### config.mk
export PLATFORM = sky130hd
export DESIGN_NAME = holiday_date_calculator
export DESIGN_NICKNAME = d
export VERILOG_FILES = /design/src/rtl/hdc_pkg.sv /design/src/rtl/holiday_date_calculator.sv
export SDC_FILE = /design/constraint.sdc
export NUM_CORES = 2
export LEC_CHECK = 0
export BUFFER_PORTS_ARGS = -buffer_cell sky130_fd_sc_hd__buf_2
export CELL_PAD_IN_SITES_DETAIL_PLACEMENT = 2
export CELL_PAD_IN_SITES_GLOBAL_PLACEMENT = 2
export CORE_ASPECT_RATIO = 1.25
export CORE_MARGIN = 2
export CORE_UTILIZATION = 49
export DETAILED_ROUTE_END_ITERATION = 7
export PLACE_DENSITY = 0.85
export SLEW_MARGIN = 30
export SYNTH_ARGS = -nofsm -noshare
export SYNTH_HDL_FRONTEND = slang
export SYNTH_SLANG_ARGS = --single-unit
export TNS_END_PERCENT = 30
### constraint.sdc
create_clock -name clk -period 13.9 [get_ports clk]
set_input_delay 0 -clock clk [delete_from_list [all_inputs] [get_ports clk]]
set_output_delay 0 -clock clk [all_outputs]
set_load 0.1 [all_outputs]
### src/rtl/hdc_pkg.sv
// Package for the holiday date calculator: widths, holiday codes, constants, helpers.
package hdc_pkg;

    localparam int OP_W    = 5;
    localparam int YEAR_W  = 14;
    localparam int MONTH_W = 4;
    localparam int DAY_W   = 5;

    typedef enum logic [OP_W-1:0] {
        OP_EASTER          = 5'd0,
        OP_ORTH_JULIAN     = 5'd1,
        OP_ORTH_GREG       = 5'd2,
        OP_NEW_YEAR        = 5'd3,
        OP_GOOD_FRIDAY     = 5'd4,
        OP_XMAS_EVE        = 5'd5,
        OP_XMAS            = 5'd6,
        OP_US_NEW_YEAR     = 5'd7,
        OP_MLK             = 5'd8,
        OP_PRESIDENTS      = 5'd9,
        OP_MEMORIAL        = 5'd10,
        OP_US_INDEP        = 5'd11,
        OP_LABOR           = 5'd12,
        OP_COLUMBUS        = 5'd13,
        OP_VETERANS        = 5'd14,
        OP_THANKSGIVING    = 5'd15,
        OP_US_XMAS         = 5'd16,
        OP_EASTER_MON      = 5'd17,
        OP_MAY_DAY         = 5'd18,
        OP_PENTECOST       = 5'd19,
        OP_PENTECOST_MON   = 5'd20,
        OP_ASCENSION       = 5'd21,
        OP_OCT_3           = 5'd22,
        OP_DEC_26          = 5'd23,
        OP_EPIPHANY        = 5'd24,
        OP_MAR_8           = 5'd25,
        OP_CORPUS_CHRISTI  = 5'd26,
        OP_AUG_15          = 5'd27,
        OP_SEP_20          = 5'd28,
        OP_OCT_31          = 5'd29,
        OP_NOV_1           = 5'd30,
        OP_NOV_22_WED      = 5'd31
    } op_t;

    // Weekday codes, Sunday first
    localparam logic [2:0] SUNDAY    = 3'd0;
    localparam logic [2:0] MONDAY    = 3'd1;
    localparam logic [2:0] WEDNESDAY = 3'd3;
    localparam logic [2:0] THURSDAY  = 3'd4;
    localparam logic [2:0] SATURDAY  = 3'd6;

    // Reciprocal multipliers for division by constants
    localparam logic [12:0] DIV100_MUL  = 13'd5243;   // y / 100, shift 19
    localparam logic [15:0] DIV19_MUL   = 16'd55189;  // y / 19, shift 20
    localparam logic [14:0] DIV7_MUL    = 15'd18725;  // y / 7, shift 17
    localparam logic [13:0] DIV100W_MUL = 14'd10486;  // biased year / 100, shift 20
    localparam logic [9:0]  DIV30_MUL   = 10'd547;    // h / 30, shift 14

    localparam logic [14:0] YEAR_BIAS = 15'd399;

    // Easter offsets in days, two's complement
    localparam logic [7:0] OFS_NONE      = 8'd0;
    localparam logic [7:0] OFS_GOOD_FRI  = 8'd254;  // -2
    localparam logic [7:0] OFS_EAS_MON   = 8'd1;
    localparam logic [7:0] OFS_ORTH      = 8'd13;
    localparam logic [7:0] OFS_ASCENSION = 8'd39;
    localparam logic [7:0] OFS_PENTECOST = 8'd49;
    localparam logic [7:0] OFS_PENT_MON  = 8'd50;
    localparam logic [7:0] OFS_CORPUS    = 8'd60;

    // Reduce a value below 128 modulo 7 (8 is 1 mod 7)
    function automatic logic [2:0] mod7_7(input logic [6:0] x);
        logic [3:0] s;
        logic [3:0] r;
        s = 4'(x[2:0]) + 4'(x[5:3]) + 4'(x[6]);
        if (s >= 4'd14)
            r = s - 4'd14;
        else if (s >= 4'd7)
            r = s - 4'd7;
        else
            r = s;
        return r[2:0];
    endfunction

    function automatic logic [2:0] mod7_15(input logic [14:0] x);
        logic [5:0] s;
        s = 6'(x[2:0]) + 6'(x[5:3]) + 6'(x[8:6]) + 6'(x[11:9]) + 6'(x[14:12]);
        return mod7_7(7'(s));
    endfunction

    // Julian epact: (19 * a + 15) mod 30 for a = year mod 19
    function automatic logic [4:0] julian_epact(input logic [4:0] a);
        logic [4:0] r;
        case (a)
            5'd0:    r = 5'd15;
            5'd1:    r = 5'd4;
            5'd2:    r = 5'd23;
            5'd3:    r = 5'd12;
            5'd4:    r = 5'd1;
            5'd5:    r = 5'd20;
            5'd6:    r = 5'd9;
            5'd7:    r = 5'd28;
            5'd8:    r = 5'd17;
            5'd9:    r = 5'd6;
            5'd10:   r = 5'd25;
            5'd11:   r = 5'd14;
            5'd12:   r = 5'd3;
            5'd13:   r = 5'd22;
            5'd14:   r = 5'd11;
            5'd15:   r = 5'd0;
            5'd16:   r = 5'd19;
            5'd17:   r = 5'd8;
            5'd18:   r = 5'd27;
            default: r = 5'd0;
        endcase
        return r;
    endfunction

endpackage

### src/rtl/holiday_date_calculator.sv
// Holiday date calculator: eight-stage pipeline from year and holiday code to a date.
//
// Query channel: operation (holiday code) and year_in, with query_valid and
// query_stall. Result channel: year_out, month_out, day_out, with result_valid
// and result_stall. Every query yields exactly one result, in order.
// The block is a pipeline of eight register stages, the last one being the
// output register. A query accepted at a clock edge passes stages one to seven
// and shows its result in the output register with result_valid high; one query
// can enter each cycle: throughput is one result per clock while results are taken.
// Easter dates walk through the computus over stages one to seven; fixed and
// weekday-rule dates are settled in stage four and ride along.
// When result_stall is high, the output holds; stages behind it keep filling
// empty slots and stall only once full, and query_stall rises when the first
// stage cannot move. No transaction is dropped or duplicated.
// Reset clears all valid bits; the pipeline is empty and ready right after it.
module holiday_date_calculator (
    input  logic                        clk,
    input  logic                        rst_n,
    input  logic                        query_valid,
    output logic                        query_stall,
    input  logic [hdc_pkg::OP_W-1:0]    operation,
    input  logic [hdc_pkg::YEAR_W-1:0]  year_in,
    output logic                        result_valid,
    input  logic                        result_stall,
    output logic [hdc_pkg::YEAR_W-1:0]  year_out,
    output logic [hdc_pkg::MONTH_W-1:0] month_out,
    output logic [hdc_pkg::DAY_W-1:0]   day_out
);
    import hdc_pkg::*;

    logic [7:0] vld_reg;
    logic [7:0] vld_next;
    logic [7:0] en;

    // Stage 1: quotients
    op_t               s1_op_reg,   s1_op_next;
    logic [YEAR_W-1:0] s1_y_reg,    s1_y_next;
    logic [7:0]        s1_b_reg,    s1_b_next;
    logic [9:0]        s1_q19_reg,  s1_q19_next;
    logic [11:0]       s1_q7_reg,   s1_q7_next;
    logic [7:0]        s1_qyy_reg,  s1_qyy_next;
    logic [26:0]       b_prod;
    logic [29:0]       q19_prod;
    logic [28:0]       q7_prod;
    logic [14:0]       yy_in;
    logic [28:0]       qyy_prod;

    // Stage 2: remainders, f, weekday sum
    op_t               s2_op_reg;
    logic [YEAR_W-1:0] s2_y_reg;
    logic [7:0]        s2_b_reg;
    logic [4:0]        s2_a19_reg,  s2_a19_next;
    logic [6:0]        s2_c_reg,    s2_c_next;
    logic [2:0]        s2_a7_reg,   s2_a7_next;
    logic [2:0]        s2_f_reg,    s2_f_next;
    logic [14:0]       s2_s_reg,    s2_s_next;
    logic [13:0]       a19_diff, c_diff, a7_diff, f_prod;
    logic [14:0]       yy_s2;

    // Stage 3: g, Julian epact, weekday of Jan 1, leap year
    op_t               s3_op_reg;
    logic [YEAR_W-1:0] s3_y_reg;
    logic [7:0]        s3_b_reg;
    logic [4:0]        s3_a19_reg;
    logic [6:0]        s3_c_reg;
    logic [2:0]        s3_a7_reg;
    logic [5:0]        s3_g_reg,    s3_g_next;
    logic [4:0]        s3_jd_reg,   s3_jd_next;
    logic [2:0]        s3_wd1_reg,  s3_wd1_next;
    logic              s3_leap_reg, s3_leap_next;
    logic [15:0]       g_prod;

    // Stage 4: h sum, Julian Easter index, fixed-date result
    op_t               s4_op_reg;
    logic [YEAR_W-1:0] s4_fy_reg,   s4_fy_next;
    logic [3:0]        s4_fm_reg,   s4_fm_next;
    logic [4:0]        s4_fd_reg,   s4_fd_next;
    logic [9:0]        s4_hsum_reg, s4_hsum_next;
    logic [6:0]        s4_idxj_reg, s4_idxj_next;
    logic [4:0]        s4_a19_reg;
    logic [6:0]        s4_c_reg;
    logic [1:0]        s4_e_reg;
    logic [2:0]        ej;
    logic [2:0]        wk_ofs;
    logic              use_leap;
    logic [2:0]        w;
    logic [2:0]        to_mon;
    logic [2:0]        to_thu;
    logic [2:0]        from_mon;
    logic [2:0]        from_wed;

    // Stage 5: h
    op_t               s5_op_reg;
    logic [YEAR_W-1:0] s5_fy_reg;
    logic [3:0]        s5_fm_reg;
    logic [4:0]        s5_fd_reg;
    logic [6:0]        s5_idxj_reg;
    logic [4:0]        s5_a19_reg;
    logic [4:0]        s5_h_reg,    s5_h_next;
    logic [4:0]        s5_i_reg;
    logic [1:0]        s5_k_reg;
    logic [1:0]        s5_e_reg;
    logic [18:0]       h_prod;
    logic [9:0]        h_diff;

    // Stage 6: l
    op_t               s6_op_reg;
    logic [YEAR_W-1:0] s6_fy_reg;
    logic [3:0]        s6_fm_reg;
    logic [4:0]        s6_fd_reg;
    logic [6:0]        s6_idxj_reg;
    logic [4:0]        s6_a19_reg;
    logic [4:0]        s6_h_reg;
    logic [2:0]        s6_l_reg,    s6_l_next;

    // Stage 7: day index from March 1 with offset applied
    logic              s7_eas_reg,  s7_eas_next;
    logic [YEAR_W-1:0] s7_fy_reg;
    logic [3:0]        s7_fm_reg;
    logic [4:0]        s7_fd_reg;
    logic [6:0]        s7_idx_reg,  s7_idx_next;
    logic [8:0]        m_sum;
    logic [6:0]        idx_g;
    logic [6:0]        idx_base;
    logic [7:0]        ofs;
    logic [7:0]        idx_sum;

    // Stage 8: output register
    logic [YEAR_W-1:0]  year_out_reg,  year_out_next;
    logic [MONTH_W-1:0] month_out_reg, month_out_next;
    logic [DAY_W-1:0]   day_out_reg,   day_out_next;

    // Handshake: a stage moves when it is empty or the next stage moves
    always_comb
    begin
        en[7] = !vld_reg[7] || !result_stall;
        for (int k = 6; k >= 0; k--)
        begin
            en[k] = !vld_reg[k] || en[k+1];
        end
        vld_next[0] = en[0] ? query_valid : vld_reg[0];
        for (int k = 1; k < 8; k++)
        begin
            vld_next[k] = en[k] ? vld_reg[k-1] : vld_reg[k];
        end
    end

    assign query_stall  = !en[0];
    assign result_valid = vld_reg[7];

    always_ff @(posedge clk or negedge rst_n)
    begin
        if (!rst_n)
            vld_reg <= '0;
        else
            vld_reg <= vld_next;
    end

    // Stage 1
    always_comb
    begin
        s1_op_next  = op_t'(operation);
        s1_y_next   = year_in;
        b_prod      = 27'(year_in) * 27'(DIV100_MUL);
        q19_prod    = 30'(year_in) * 30'(DIV19_MUL);
        q7_prod     = 29'(year_in) * 29'(DIV7_MUL);
        yy_in       = 15'(year_in) + YEAR_BIAS;
        qyy_prod    = 29'(yy_in) * 29'(DIV100W_MUL);
        s1_b_next   = b_prod[26:19];
        s1_q19_next = q19_prod[29:20];
        s1_q7_next  = q7_prod[28:17];
        s1_qyy_next = qyy_prod[27:20];
    end

    // Stage 2
    always_comb
    begin
        a19_diff    = s1_y_reg - 14'(s1_q19_reg) * 14'd19;
        c_diff      = s1_y_reg - 14'(s1_b_reg) * 14'd100;
        a7_diff     = s1_y_reg - 14'(s1_q7_reg) * 14'd7;
        f_prod      = (14'(s1_b_reg) + 14'd8) * 14'd41;
        yy_s2       = 15'(s1_y_reg) + YEAR_BIAS;
        s2_a19_next = a19_diff[4:0];
        s2_c_next   = c_diff[6:0];
        s2_a7_next  = a7_diff[2:0];
        s2_f_next   = f_prod[12:10];
        // days mod 7 of Jan 1: yy + yy/4 - yy/100 + yy/400 + 1
        s2_s_next   = yy_s2 + (yy_s2 >> 2) - 15'(s1_qyy_reg) + 15'(s1_qyy_reg >> 2) + 15'd1;
    end

    // Stage 3
    always_comb
    begin
        g_prod       = (16'(s2_b_reg) - 16'(s2_f_reg) + 16'd1) * 16'd171;
        s3_g_next    = g_prod[14:9];
        s3_jd_next   = julian_epact(s2_a19_reg);
        s3_wd1_next  = mod7_15(s2_s_reg);
        s3_leap_next = (s2_y_reg[1:0] == 2'd0)
                       && ((s2_c_reg != 7'd0) || (s2_b_reg[1:0] == 2'd0));
    end

    // Stage 4
    always_comb
    begin
        s4_hsum_next = 10'(s3_a19_reg) * 10'd19 + 10'(s3_b_reg) - 10'(s3_b_reg >> 2)
                       - 10'(s3_g_reg) + 10'd15;
        ej = mod7_7(7'(s3_y_reg[1:0]) * 7'd2 + 7'(s3_a7_reg) * 7'd4
                    - 7'(s3_jd_reg) + 7'd34);
        s4_idxj_next = 7'(s3_jd_reg) + 7'(ej) + 7'd21;

        // weekday of the rule's anchor date, relative to Jan 1
        unique case (s3_op_reg)
            OP_PRESIDENTS:   begin wk_ofs = 3'd3; use_leap = 1'b0; end
            OP_MEMORIAL:     begin wk_ofs = 3'd3; use_leap = 1'b1; end
            OP_US_INDEP:     begin wk_ofs = 3'd2; use_leap = 1'b1; end
            OP_LABOR:        begin wk_ofs = 3'd5; use_leap = 1'b1; end
            OP_COLUMBUS:     begin wk_ofs = 3'd0; use_leap = 1'b1; end
            OP_VETERANS:     begin wk_ofs = 3'd6; use_leap = 1'b1; end
            OP_THANKSGIVING: begin wk_ofs = 3'd3; use_leap = 1'b1; end
            OP_US_XMAS:      begin wk_ofs = 3'd1; use_leap = 1'b1; end
            OP_NOV_22_WED:   begin wk_ofs = 3'd3; use_leap = 1'b1; end
            default:         begin wk_ofs = 3'd0; use_leap = 1'b0; end
        endcase
        w        = mod7_7(7'(s3_wd1_reg) + 7'(wk_ofs) + 7'(use_leap & s3_leap_reg));
        to_mon   = mod7_7(7'(MONDAY) + 7'd7 - 7'(w));
        to_thu   = mod7_7(7'(THURSDAY) + 7'd7 - 7'(w));
        from_mon = mod7_7(7'(w) + 7'd7 - 7'(MONDAY));
        from_wed = mod7_7(7'(w) + 7'd7 - 7'(WEDNESDAY));

        s4_fy_next = s3_y_reg;
        s4_fm_next = 4'd1;
        s4_fd_next = 5'd1;
        unique case (s3_op_reg)
            OP_XMAS_EVE:   begin s4_fm_next = 4'd12; s4_fd_next = 5'd24; end
            OP_XMAS:       begin s4_fm_next = 4'd12; s4_fd_next = 5'd25; end
            OP_MAY_DAY:    begin s4_fm_next = 4'd5;  s4_fd_next = 5'd1;  end
            OP_OCT_3:      begin s4_fm_next = 4'd10; s4_fd_next = 5'd3;  end
            OP_DEC_26:     begin s4_fm_next = 4'd12; s4_fd_next = 5'd26; end
            OP_EPIPHANY:   begin s4_fm_next = 4'd1;  s4_fd_next = 5'd6;  end
            OP_MAR_8:      begin s4_fm_next = 4'd3;  s4_fd_next = 5'd8;  end
            OP_AUG_15:     begin s4_fm_next = 4'd8;  s4_fd_next = 5'd15; end
            OP_SEP_20:     begin s4_fm_next = 4'd9;  s4_fd_next = 5'd20; end
            OP_OCT_31:     begin s4_fm_next = 4'd10; s4_fd_next = 5'd31; end
            OP_NOV_1:      begin s4_fm_next = 4'd11; s4_fd_next = 5'd1;  end
            OP_US_NEW_YEAR:
            begin
                // Saturday Jan 1 falls back to Dec 31 of the previous year
                if (w == SATURDAY)
                begin
                    s4_fy_next = s3_y_reg - 14'd1;
                    s4_fm_next = 4'd12;
                    s4_fd_next = 5'd31;
                end
                else if (w == SUNDAY)
                    s4_fd_next = 5'd2;
            end
            OP_US_INDEP:
            begin
                s4_fm_next = 4'd7;
                s4_fd_next = (w == SATURDAY) ? 5'd3 : ((w == SUNDAY) ? 5'd5 : 5'd4);
            end
            OP_VETERANS:
            begin
                s4_fm_next = 4'd11;
                s4_fd_next = (w == SATURDAY) ? 5'd10 : ((w == SUNDAY) ? 5'd12 : 5'd11);
            end
            OP_US_XMAS:
            begin
                s4_fm_next = 4'd12;
                s4_fd_next = (w == SATURDAY) ? 5'd24 : ((w == SUNDAY) ? 5'd26 : 5'd25);
            end
            OP_MLK:          begin s4_fm_next = 4'd1;  s4_fd_next = 5'd15 + 5'(to_mon); end
            OP_PRESIDENTS:   begin s4_fm_next = 4'd2;  s4_fd_next = 5'd15 + 5'(to_mon); end
            OP_MEMORIAL:     begin s4_fm_next = 4'd5;  s4_fd_next = 5'd31 - 5'(from_mon); end
            OP_LABOR:        begin s4_fm_next = 4'd9;  s4_fd_next = 5'd1 + 5'(to_mon); end
            OP_COLUMBUS:     begin s4_fm_next = 4'd10; s4_fd_next = 5'd8 + 5'(to_mon); end
            OP_THANKSGIVING: begin s4_fm_next = 4'd11; s4_fd_next = 5'd22 + 5'(to_thu); end
            OP_NOV_22_WED:   begin s4_fm_next = 4'd11; s4_fd_next = 5'd22 - 5'(from_wed); end
            default:         begin s4_fm_next = 4'd1;  s4_fd_next = 5'd1; end
        endcase
    end

    // Stage 5: h = hsum mod 30
    always_comb
    begin
        h_prod    = 19'(s4_hsum_reg) * 19'(DIV30_MUL);
        h_diff    = s4_hsum_reg - 10'(h_prod[18:14]) * 10'd30;
        s5_h_next = h_diff[4:0];
    end

    // Stage 6: l
    always_comb
    begin
        s6_l_next = mod7_7(7'd32 + 7'(s5_e_reg) * 7'd2 + 7'(s5_i_reg) * 7'd2
                           - 7'(s5_h_reg) - 7'(s5_k_reg));
    end

    // Stage 7: Easter day index and offset
    always_comb
    begin
        m_sum = 9'(s6_a19_reg) + 9'(s6_h_reg) * 9'd11 + 9'(s6_l_reg) * 9'd22;
        idx_g = 7'(s6_h_reg) + 7'(s6_l_reg) + 7'd21 - ((m_sum >= 9'd451) ? 7'd7 : 7'd0);
        s7_eas_next = 1'b1;
        idx_base    = idx_g;
        unique case (s6_op_reg)
            OP_EASTER:         ofs = OFS_NONE;
            OP_ORTH_JULIAN:    begin ofs = OFS_NONE; idx_base = s6_idxj_reg; end
            OP_ORTH_GREG:      begin ofs = OFS_ORTH; idx_base = s6_idxj_reg; end
            OP_GOOD_FRIDAY:    ofs = OFS_GOOD_FRI;
            OP_EASTER_MON:     ofs = OFS_EAS_MON;
            OP_PENTECOST:      ofs = OFS_PENTECOST;
            OP_PENTECOST_MON:  ofs = OFS_PENT_MON;
            OP_ASCENSION:      ofs = OFS_ASCENSION;
            OP_CORPUS_CHRISTI: ofs = OFS_CORPUS;
            default:           begin ofs = OFS_NONE; s7_eas_next = 1'b0; end
        endcase
        idx_sum     = {1'b0, idx_base} + ofs;
        s7_idx_next = idx_sum[6:0];
    end

    // Stage 8: day index from March 1 to month and day for Easter-based dates; others pass
    always_comb
    begin
        year_out_next  = s7_fy_reg;
        month_out_next = s7_fm_reg;
        day_out_next   = s7_fd_reg;
        if (s7_eas_reg)
        begin
            if (s7_idx_reg < 7'd31)
            begin
                month_out_next = 4'd3;
                day_out_next   = 5'(s7_idx_reg + 7'd1);
            end
            else if (s7_idx_reg < 7'd61)
            begin
                month_out_next = 4'd4;
                day_out_next   = 5'(s7_idx_reg - 7'd30);
            end
            else if (s7_idx_reg < 7'd92)
            begin
                month_out_next = 4'd5;
                day_out_next   = 5'(s7_idx_reg - 7'd60);
            end
            else
            begin
                month_out_next = 4'd6;
                day_out_next   = 5'(s7_idx_reg - 7'd91);
            end
        end
    end

    always_ff @(posedge clk)
    begin
        if (en[0])
        begin
            s1_op_reg  <= s1_op_next;
            s1_y_reg   <= s1_y_next;
            s1_b_reg   <= s1_b_next;
            s1_q19_reg <= s1_q19_next;
            s1_q7_reg  <= s1_q7_next;
            s1_qyy_reg <= s1_qyy_next;
        end
        if (en[1])
        begin
            s2_op_reg  <= s1_op_reg;
            s2_y_reg   <= s1_y_reg;
            s2_b_reg   <= s1_b_reg;
            s2_a19_reg <= s2_a19_next;
            s2_c_reg   <= s2_c_next;
            s2_a7_reg  <= s2_a7_next;
            s2_f_reg   <= s2_f_next;
            s2_s_reg   <= s2_s_next;
        end
        if (en[2])
        begin
            s3_op_reg   <= s2_op_reg;
            s3_y_reg    <= s2_y_reg;
            s3_b_reg    <= s2_b_reg;
            s3_a19_reg  <= s2_a19_reg;
            s3_c_reg    <= s2_c_reg;
            s3_a7_reg   <= s2_a7_reg;
            s3_g_reg    <= s3_g_next;
            s3_jd_reg   <= s3_jd_next;
            s3_wd1_reg  <= s3_wd1_next;
            s3_leap_reg <= s3_leap_next;
        end
        if (en[3])
        begin
            s4_op_reg   <= s3_op_reg;
            s4_fy_reg   <= s4_fy_next;
            s4_fm_reg   <= s4_fm_next;
            s4_fd_reg   <= s4_fd_next;
            s4_hsum_reg <= s4_hsum_next;
            s4_idxj_reg <= s4_idxj_next;
            s4_a19_reg  <= s3_a19_reg;
            s4_c_reg    <= s3_c_reg;
            s4_e_reg    <= s3_b_reg[1:0];
        end
        if (en[4])
        begin
            s5_op_reg   <= s4_op_reg;
            s5_fy_reg   <= s4_fy_reg;
            s5_fm_reg   <= s4_fm_reg;
            s5_fd_reg   <= s4_fd_reg;
            s5_idxj_reg <= s4_idxj_reg;
            s5_a19_reg  <= s4_a19_reg;
            s5_h_reg    <= s5_h_next;
            s5_i_reg    <= s4_c_reg[6:2];
            s5_k_reg    <= s4_c_reg[1:0];
            s5_e_reg    <= s4_e_reg;
        end
        if (en[5])
        begin
            s6_op_reg   <= s5_op_reg;
            s6_fy_reg   <= s5_fy_reg;
            s6_fm_reg   <= s5_fm_reg;
            s6_fd_reg   <= s5_fd_reg;
            s6_idxj_reg <= s5_idxj_reg;
            s6_a19_reg  <= s5_a19_reg;
            s6_h_reg    <= s5_h_reg;
            s6_l_reg    <= s6_l_next;
        end
        if (en[6])
        begin
            s7_eas_reg <= s7_eas_next;
            s7_fy_reg  <= s6_fy_reg;
            s7_fm_reg  <= s6_fm_reg;
            s7_fd_reg  <= s6_fd_reg;
            s7_idx_reg <= s7_idx_next;
        end
        if (en[7])
        begin
            year_out_reg  <= year_out_next;
            month_out_reg <= month_out_next;
            day_out_reg   <= day_out_next;
        end
    end

    assign year_out  = year_out_reg;
    assign month_out = month_out_reg;
    assign day_out   = day_out_reg;

endmodule
== After elaboration in Yosys (flattened, before gate mapping) ==
Memories as Yosys holds them, arrays and structs flattened. A register that Yosys moved wholly into a read port is not among the register bits.
Cells that the tools add are included.
Operators by class
  multiplexer cells: 42
  multiply operators: 14
  equal/unequal tests: 31
  add/sub/neg operators: 85
  $lt $le $gt $ge: 20
  bitwise logic cells: 1
  reduce and logical (&&, ||, !) cells: 33
Operators with widths (number)
  case mux 5 bit (19 select lines): 1
  == test 5 bit, second input constant: 16
  two-way mux 3 bit: 21
  case mux 7 bit (7 select lines): 1
  subtractor 3 bit, second input constant: 16
  == test 5 x 4 -> 1 bit, second input constant: 8
  case mux 4 bit (10 select lines): 1
  adder 3 x 3 -> 4 bit: 9
  greater-or-equal comparator 4 x 3 -> 1 bit, second input constant: 8
  greater-or-equal comparator 4 bit, second input constant: 8
  adder 14 x 9 -> 15 bit, second input constant: 2
  multiplier 14 x 16 -> 30 bit, second input constant: 1
  two-way mux 5 bit: 6
  multiplier 14 x 15 -> 29 bit, second input constant: 1
  two-way mux 14 bit: 2
  multiplier 14 x 13 -> 27 bit, second input constant: 1
  multiplier 15 x 13 -> 27 bit, second input constant: 1
  adder 4 x 1 -> 4 bit: 6
  == test 5 x 3 -> 1 bit, second input constant: 4
  subtractor 10 x 6 -> 10 bit: 2
  multiplier 10 x 10 -> 19 bit, second input constant: 1
  adder 5 x 3 -> 6 bit: 3
  adder 15 x 1 -> 15 bit, second input constant: 1
  adder 15 x 13 -> 15 bit: 1
  71 further kinds: 105
Storage, ports and cells
  ROM bits: 288
  flip-flop bits (word level): 392
  logic and storage cells: 294
  memories: 2
Memories
  (name not given): depth 32, width 5, rd ports 1, clocked after Yosys merged registers in 1, write ports 0, RTL line hdc_pkg.sv:93  | case (a)
  (name not given): depth 32, width 4, rd ports 1, clocked after Yosys merged registers in 1, write ports 0, RTL line holiday_date_calculator.sv:212  | unique case (s3_op_reg)

== Longest topological paths before layout ==
  depth after elaboration: 16
  depth in mapped cells: 34
  depth with buffers taken out: 33

== Worst setup path after synthesis ==
Ideal clock, no wire load.
  path kind: register -> register
  start point: register s6_l_reg[2]
  end point: register s7_idx_reg[6], data pin
  buffers on the path: 0
  library setup time: 264 ps
  data arrival time: 7180 ps
  setup slack: 6456 ps
  required time: 13636 ps
  clock period less this slack: 7444 ps
  cell stages (with the launch flop): 27
  cells stage by stage: edfxtp_1 -> ha_1 -> ha_1 -> fa_1 -> inv_1 -> fa_1 -> fa_1 -> fa_1 -> inv_1 -> ha_1 -> a21oi_1 -> o21bai_1 -> a21o_1 -> a21oi_1 -> xnor2_1 -> a2111oi_0 -> ha_1 -> inv_1 -> fa_1 -> ha_1 -> fa_1 -> mux2_2 -> ha_1 -> a21oi_1 -> o21bai_1 -> a21oi_1 -> xnor2_1
On the way
  longest elaborated chain between the ends: 7
Ends and longest elaborated chain
  start: declaration: RTL line holiday_date_calculator.sv:114  | logic [2:0] s6_l_reg, s6_l_next;
  start signal: assignment: RTL line holiday_date_calculator.sv:421  | s6_l_reg <= s6_l_next;
  multiplier 3 x 4 -> 7 bit: RTL line holiday_date_calculator.sv:301  | m_sum = 9'(s6_a19_reg) + 9'(s6_h_reg) * 9'd11 + 9'(s6_l_reg) * 9'd22;
  adder 9 x 8 -> 9 bit: RTL line holiday_date_calculator.sv:301
  greater-or-equal comparator 9 bit: RTL line holiday_date_calculator.sv:302  | idx_g = 7'(s6_h_reg) + 7'(s6_l_reg) + 7'd21 - ((m_sum >= 9'd451) ? 7'd7 : 7'd0);
  two-way mux 3 bit: RTL line holiday_date_calculator.sv:302
  subtractor 7 x 3 -> 7 bit *: RTL line holiday_date_calculator.sv:302
  two-way mux 7 bit *: RTL line holiday_date_calculator.sv:305  | unique case (s6_op_reg)
  adder 7 bit *: RTL line holiday_date_calculator.sv:317  | idx_sum = {1'b0, idx_base} + ofs;
  named net idx_sum[6]: RTL line holiday_date_calculator.sv:126  | logic [7:0] idx_sum;
  end signal: assignment: RTL line holiday_date_calculator.sv:429  | s7_idx_reg <= s7_idx_next;
  end: declaration: RTL line holiday_date_calculator.sv:121  | logic [6:0] s7_idx_reg, s7_idx_next;
Mark *: on every way through the listed nets, which the timed path passes. The rest lies on a longest branch.
A chain may end at the register's enable or synchronous reset.

== Worst setup path after layout ==
  start point: register s3_leap_reg
  end point: register s4_fd_reg[2], data pin
On the way
  longest elaborated chain between the ends: 16
Ends and longest elaborated chain
  start: declaration: RTL line holiday_date_calculator.sv:70  | logic s3_leap_reg, s3_leap_next;
  start signal: assignment: RTL line holiday_date_calculator.sv:385  | s3_leap_reg <= s3_leap_next;
  AND 1 bit *: RTL line holiday_date_calculator.sv:224  | w = mod7_7(7'(s3_wd1_reg) + 7'(wk_ofs) + 7'(use_leap & s3_leap_reg));
  adder 4 x 1 -> 5 bit *: RTL line holiday_date_calculator.sv:224
  adder 3 x 2 -> 4 bit *: RTL line hdc_pkg.sv:74  | s = 4'(x[2:0]) + 4'(x[5:3]) + 4'(x[6]);
  adder 4 x 1 -> 4 bit *: RTL line hdc_pkg.sv:74
  greater-or-equal comparator 4 x 3 -> 1 bit / subtractor 3 bit (equally long branches): RTL line hdc_pkg.sv:77, hdc_pkg.sv:78
  two-way mux 3 bit: RTL line hdc_pkg.sv:77  | else if (s >= 4'd7)
  two-way mux 3 bit *: RTL line hdc_pkg.sv:75  | if (s >= 4'd14)
  adder 3 x 3 -> 4 bit: RTL line holiday_date_calculator.sv:227, holiday_date_calculator.sv:228
  subtractor 7 x 1 -> 7 bit / subtractor 4 x 2 -> 5 bit (equally long branches): RTL line holiday_date_calculator.sv:227, holiday_date_calculator.sv:228
  adder 3 x 3 -> 4 bit: RTL line hdc_pkg.sv:74
  adder 4 x 1 -> 4 bit: RTL line hdc_pkg.sv:74
  greater-or-equal comparator 4 x 3 -> 1 bit / subtractor 3 bit (equally long branches): RTL line hdc_pkg.sv:77, hdc_pkg.sv:78
  two-way mux 3 bit: RTL line hdc_pkg.sv:77
  two-way mux 3 bit: RTL line hdc_pkg.sv:75
  subtractor 1 x 4 -> 5 bit / subtractor 5 x 3 -> 5 bit (equally long branches): RTL line holiday_date_calculator.sv:274, holiday_date_calculator.sv:278
  case mux 5 bit (19 select lines) *: RTL line holiday_date_calculator.sv:233  | unique case (s3_op_reg)
  end signal: assignment: RTL line holiday_date_calculator.sv:392  | s4_fd_reg <= s4_fd_next;
  end: declaration: RTL line holiday_date_calculator.sv:77  | logic [4:0] s4_fd_reg, s4_fd_next;
Every way passes the cells marked *; elsewhere a longest branch is shown, timed or not.

==> metrics.md <==
| Metric | Value |
|---|---|
| Status | completed |
| Yosys warnings | 0 |
| Synth Register Bits | 380 |
| Netlist Area Pre-Place | 35,800 µm² |
| H-tree level count | 2 |
| PortBufs | 47 |
| Die Ht | 306 µm |
| Critical Path End Type | register |
| Num ports | 48 |
| Max reg flops | 15 |
| GR Layer Usage met3 | 3.40% |
| DIE WIDTH | 246 µm |
| Synth Instances | 3,129 |
| Reg area | 11,300 µm² |
| Setup bufs post-CTS | 0 |
| Via count | 25,000 |
| Final setup violation count | 0 |
| Placed Instances | 4,111 |
| Fin crit share | 63.9% |
| Clock transition at path regs | 0.07 ns |
| Antenna violations before repair | 0 |
| RSZ-0062 raised after global routing | false |
| Global router's overall resource usage | 34.5% |
| Routability Congestion | 0.879 |
| Layout net count | 4,238 |
| Hold WS | 0.0874 ns |
| Inserted Diodes | 0 |
| Rel. slew slack | 36.5% |
| Met1 usage | 33.0% |
| Top FF cell, synth | edfxtp_1 |
| Drt pass-1 iters | 7 |
| Drt initial violations | 1,311 |
| Most frequent cells in the layout | inv_1, ha_1, edfxtp_1 |
| Largest net degree at the start of global routing | 60 |
| Vias in the first global route | 30,800 |
| Layout cells sized above 1 | 5.26% |
| Sink Count | 380 |
| Final Hold Viols | 0 |
| Post-synthesis sequential area ratio | 31.6% |
| DIE AREA | 75,300 µm² |
| Max clock buf depth | 3 |
| First-pass GRT wire length | 194 mm |
| Slew @ Worst Pin | 0.946 ns |
| GR Util met2 | 68.7% |
| Fin crit period | 8.88 ns |
| Vias per cell | 5.95 |
| CP Data Required Time | 14.19 ns |
| Crit Path Class | register to register |
| DRC viols | 0 |
| Setup TNS | 0 ns |
| Arrival @ worst endpoint | 9.16 ns |
| Commonest non-fill, non-tap cell in the layout | inv_1 |
| Rows | 110 |
| Routed wire length | 128 mm |
| Setup crit start kind | register |
| Initial Util | 49.6% |
| Post-route ant nets | 0 |
| Mean Syn Cell Area | 11.5 µm² |
| GR peak layer | met2 |
| Max_cap viols | 0 |
| Syn nets | 4,145 |
| Most numerous cell on the critical path | ha_1 |
| R2R depth | 32 |
| Clock Latency Late Sink | 0.57 ns |
| Fin cells | 4,202 |
| Placed wire-length estimate | 92.3 mm |
| Num CTS Buffers | 38 |
| Synth cell types | 92 |
| Max Transition Viols Final | 0 |
| Hold Path Class | input port to register |
| Max incr delay on CP | 0.54 ns |
| Crit Path Max Fanout | 9 |
| Total gr overflow | 0 |
| Slowest-stage cell, CP | fa_1 |
| Fmax | 113 MHz |
| Hold Path Stages | 1 |
| Core footprint | 72,300 µm² |
| Area of the multi-input gates | 21,800 µm² |
| P&R area growth vs syn | 7.77% |
| WL/cell | 30.4 µm |
| Final Skew | 0.0314 ns |
| Filler instances | 7,019 |
| EDFF count, synth | 368 |
| Clock Tree Root | clkbuf_16 |
| CTS tree | built |
| Synth async-reset ratio | 2.11% |
## synth_stat cells (all sizes together), types with 6 or more instances
cell	number	area [µm²]
nor4	10	62.6
mux2	7	78.8
o211ai	7	52.6
mux2i	10	100
a31oi	20	140
and2	10	65.1
inv	697	2620
and3	18	115
xor2	61	549
edfxtp	368	11100
o21a	24	180
o21ai	69	349
dfrtp	8	200
fa	339	6790
o2111ai	6	52.6
nand2b	34	213
nor2b	29	184
nand2	93	352
o21bai	13	97.6
nor3	28	151
o22ai	11	68.8
or2	7	43.8
xnor2	154	1360
a211oi	9	67.6
a22oi	6	45.0
nor2	96	360
clkbuf	25	114
a21oi	114	571
ha	654	8180
nand4	7	43.8
nand3	39	200
or3	10	63.8
a221oi	7	67.6
a21o	49	369
## logic make-up after synthesis
kind of cell / count (synthesis) / share of synthesized area (%)
fa+ha+maj: 993 / 41.8
buf+inv: 725 / 7.69
simple gates: 401 / 5.72
compound gates: 398 / 7.39
flops: 380 / 31.6
xor+xnor: 215 / 5.32
mux: 17 / 0.499
## final timing paths
kind | start | endpoint | slack [ns]
worst max-delay path | s3_leap_reg | s4_fd_reg[2] | 5.02
worst min register to register | s5_idxj_reg[3] | s6_idxj_reg[3] | 0.42
worst min-delay path | year_in[0] | s1_y_reg[0] | 0.09
min in group asynchronous | rst_n | vld_reg[5] | 0.44
worst max register to register | s3_leap_reg | s4_fd_reg[2] | 5.02
max in group asynchronous | rst_n | vld_reg[1] | 13.15
## worst max-delay path, delay by kind of cell, from the launching register on
kind            cells  cell delay (ns)
flops               1             0.43
fa+ha+maj          11             3.86
buf+inv             4             0.73
compound gates     11             2.68
xor+xnor            1             0.13
simple gates        5             0.78
## final cells by class
cell class	count	area share, %
repair buffers	81	1.42
inverters	697	6.77
flip-flops and latches	380	29.3
clock inverters	28	0.486
well taps	952	3.08
multi-input cells	2024	56.4
clock buffers	40	2.48
## stage by stage
step | setup WS (ns) | area, µm² | utilization, %
floorplan | 6.46 | 35800 | -
global placement | 5.95 | 37200 | 51.5
detailed placement | 5.41 | 37200 | 51.5
CTS | 5.15 | 38600 | 53.4
global route | 4.57 | 38600 | 53.5
finish | 5.02 | 38600 | 53.5
## routing by layer
layer	part of all wire, %	vias up
met5	0	-
met4	7.6	0
met3	2.8	501
met2	56	875
met1	33	13000
li1	-	10700
## what timing repair did
item	4_1_cts	5_1_grt
endpoints found under the hold margin	28	0
resized for setup	0	0
hold buffers	22	0
Power is left out: the tool's default activity adds up to more than one toggle a clock period on the data nets, which glitch-free logic cannot reach.
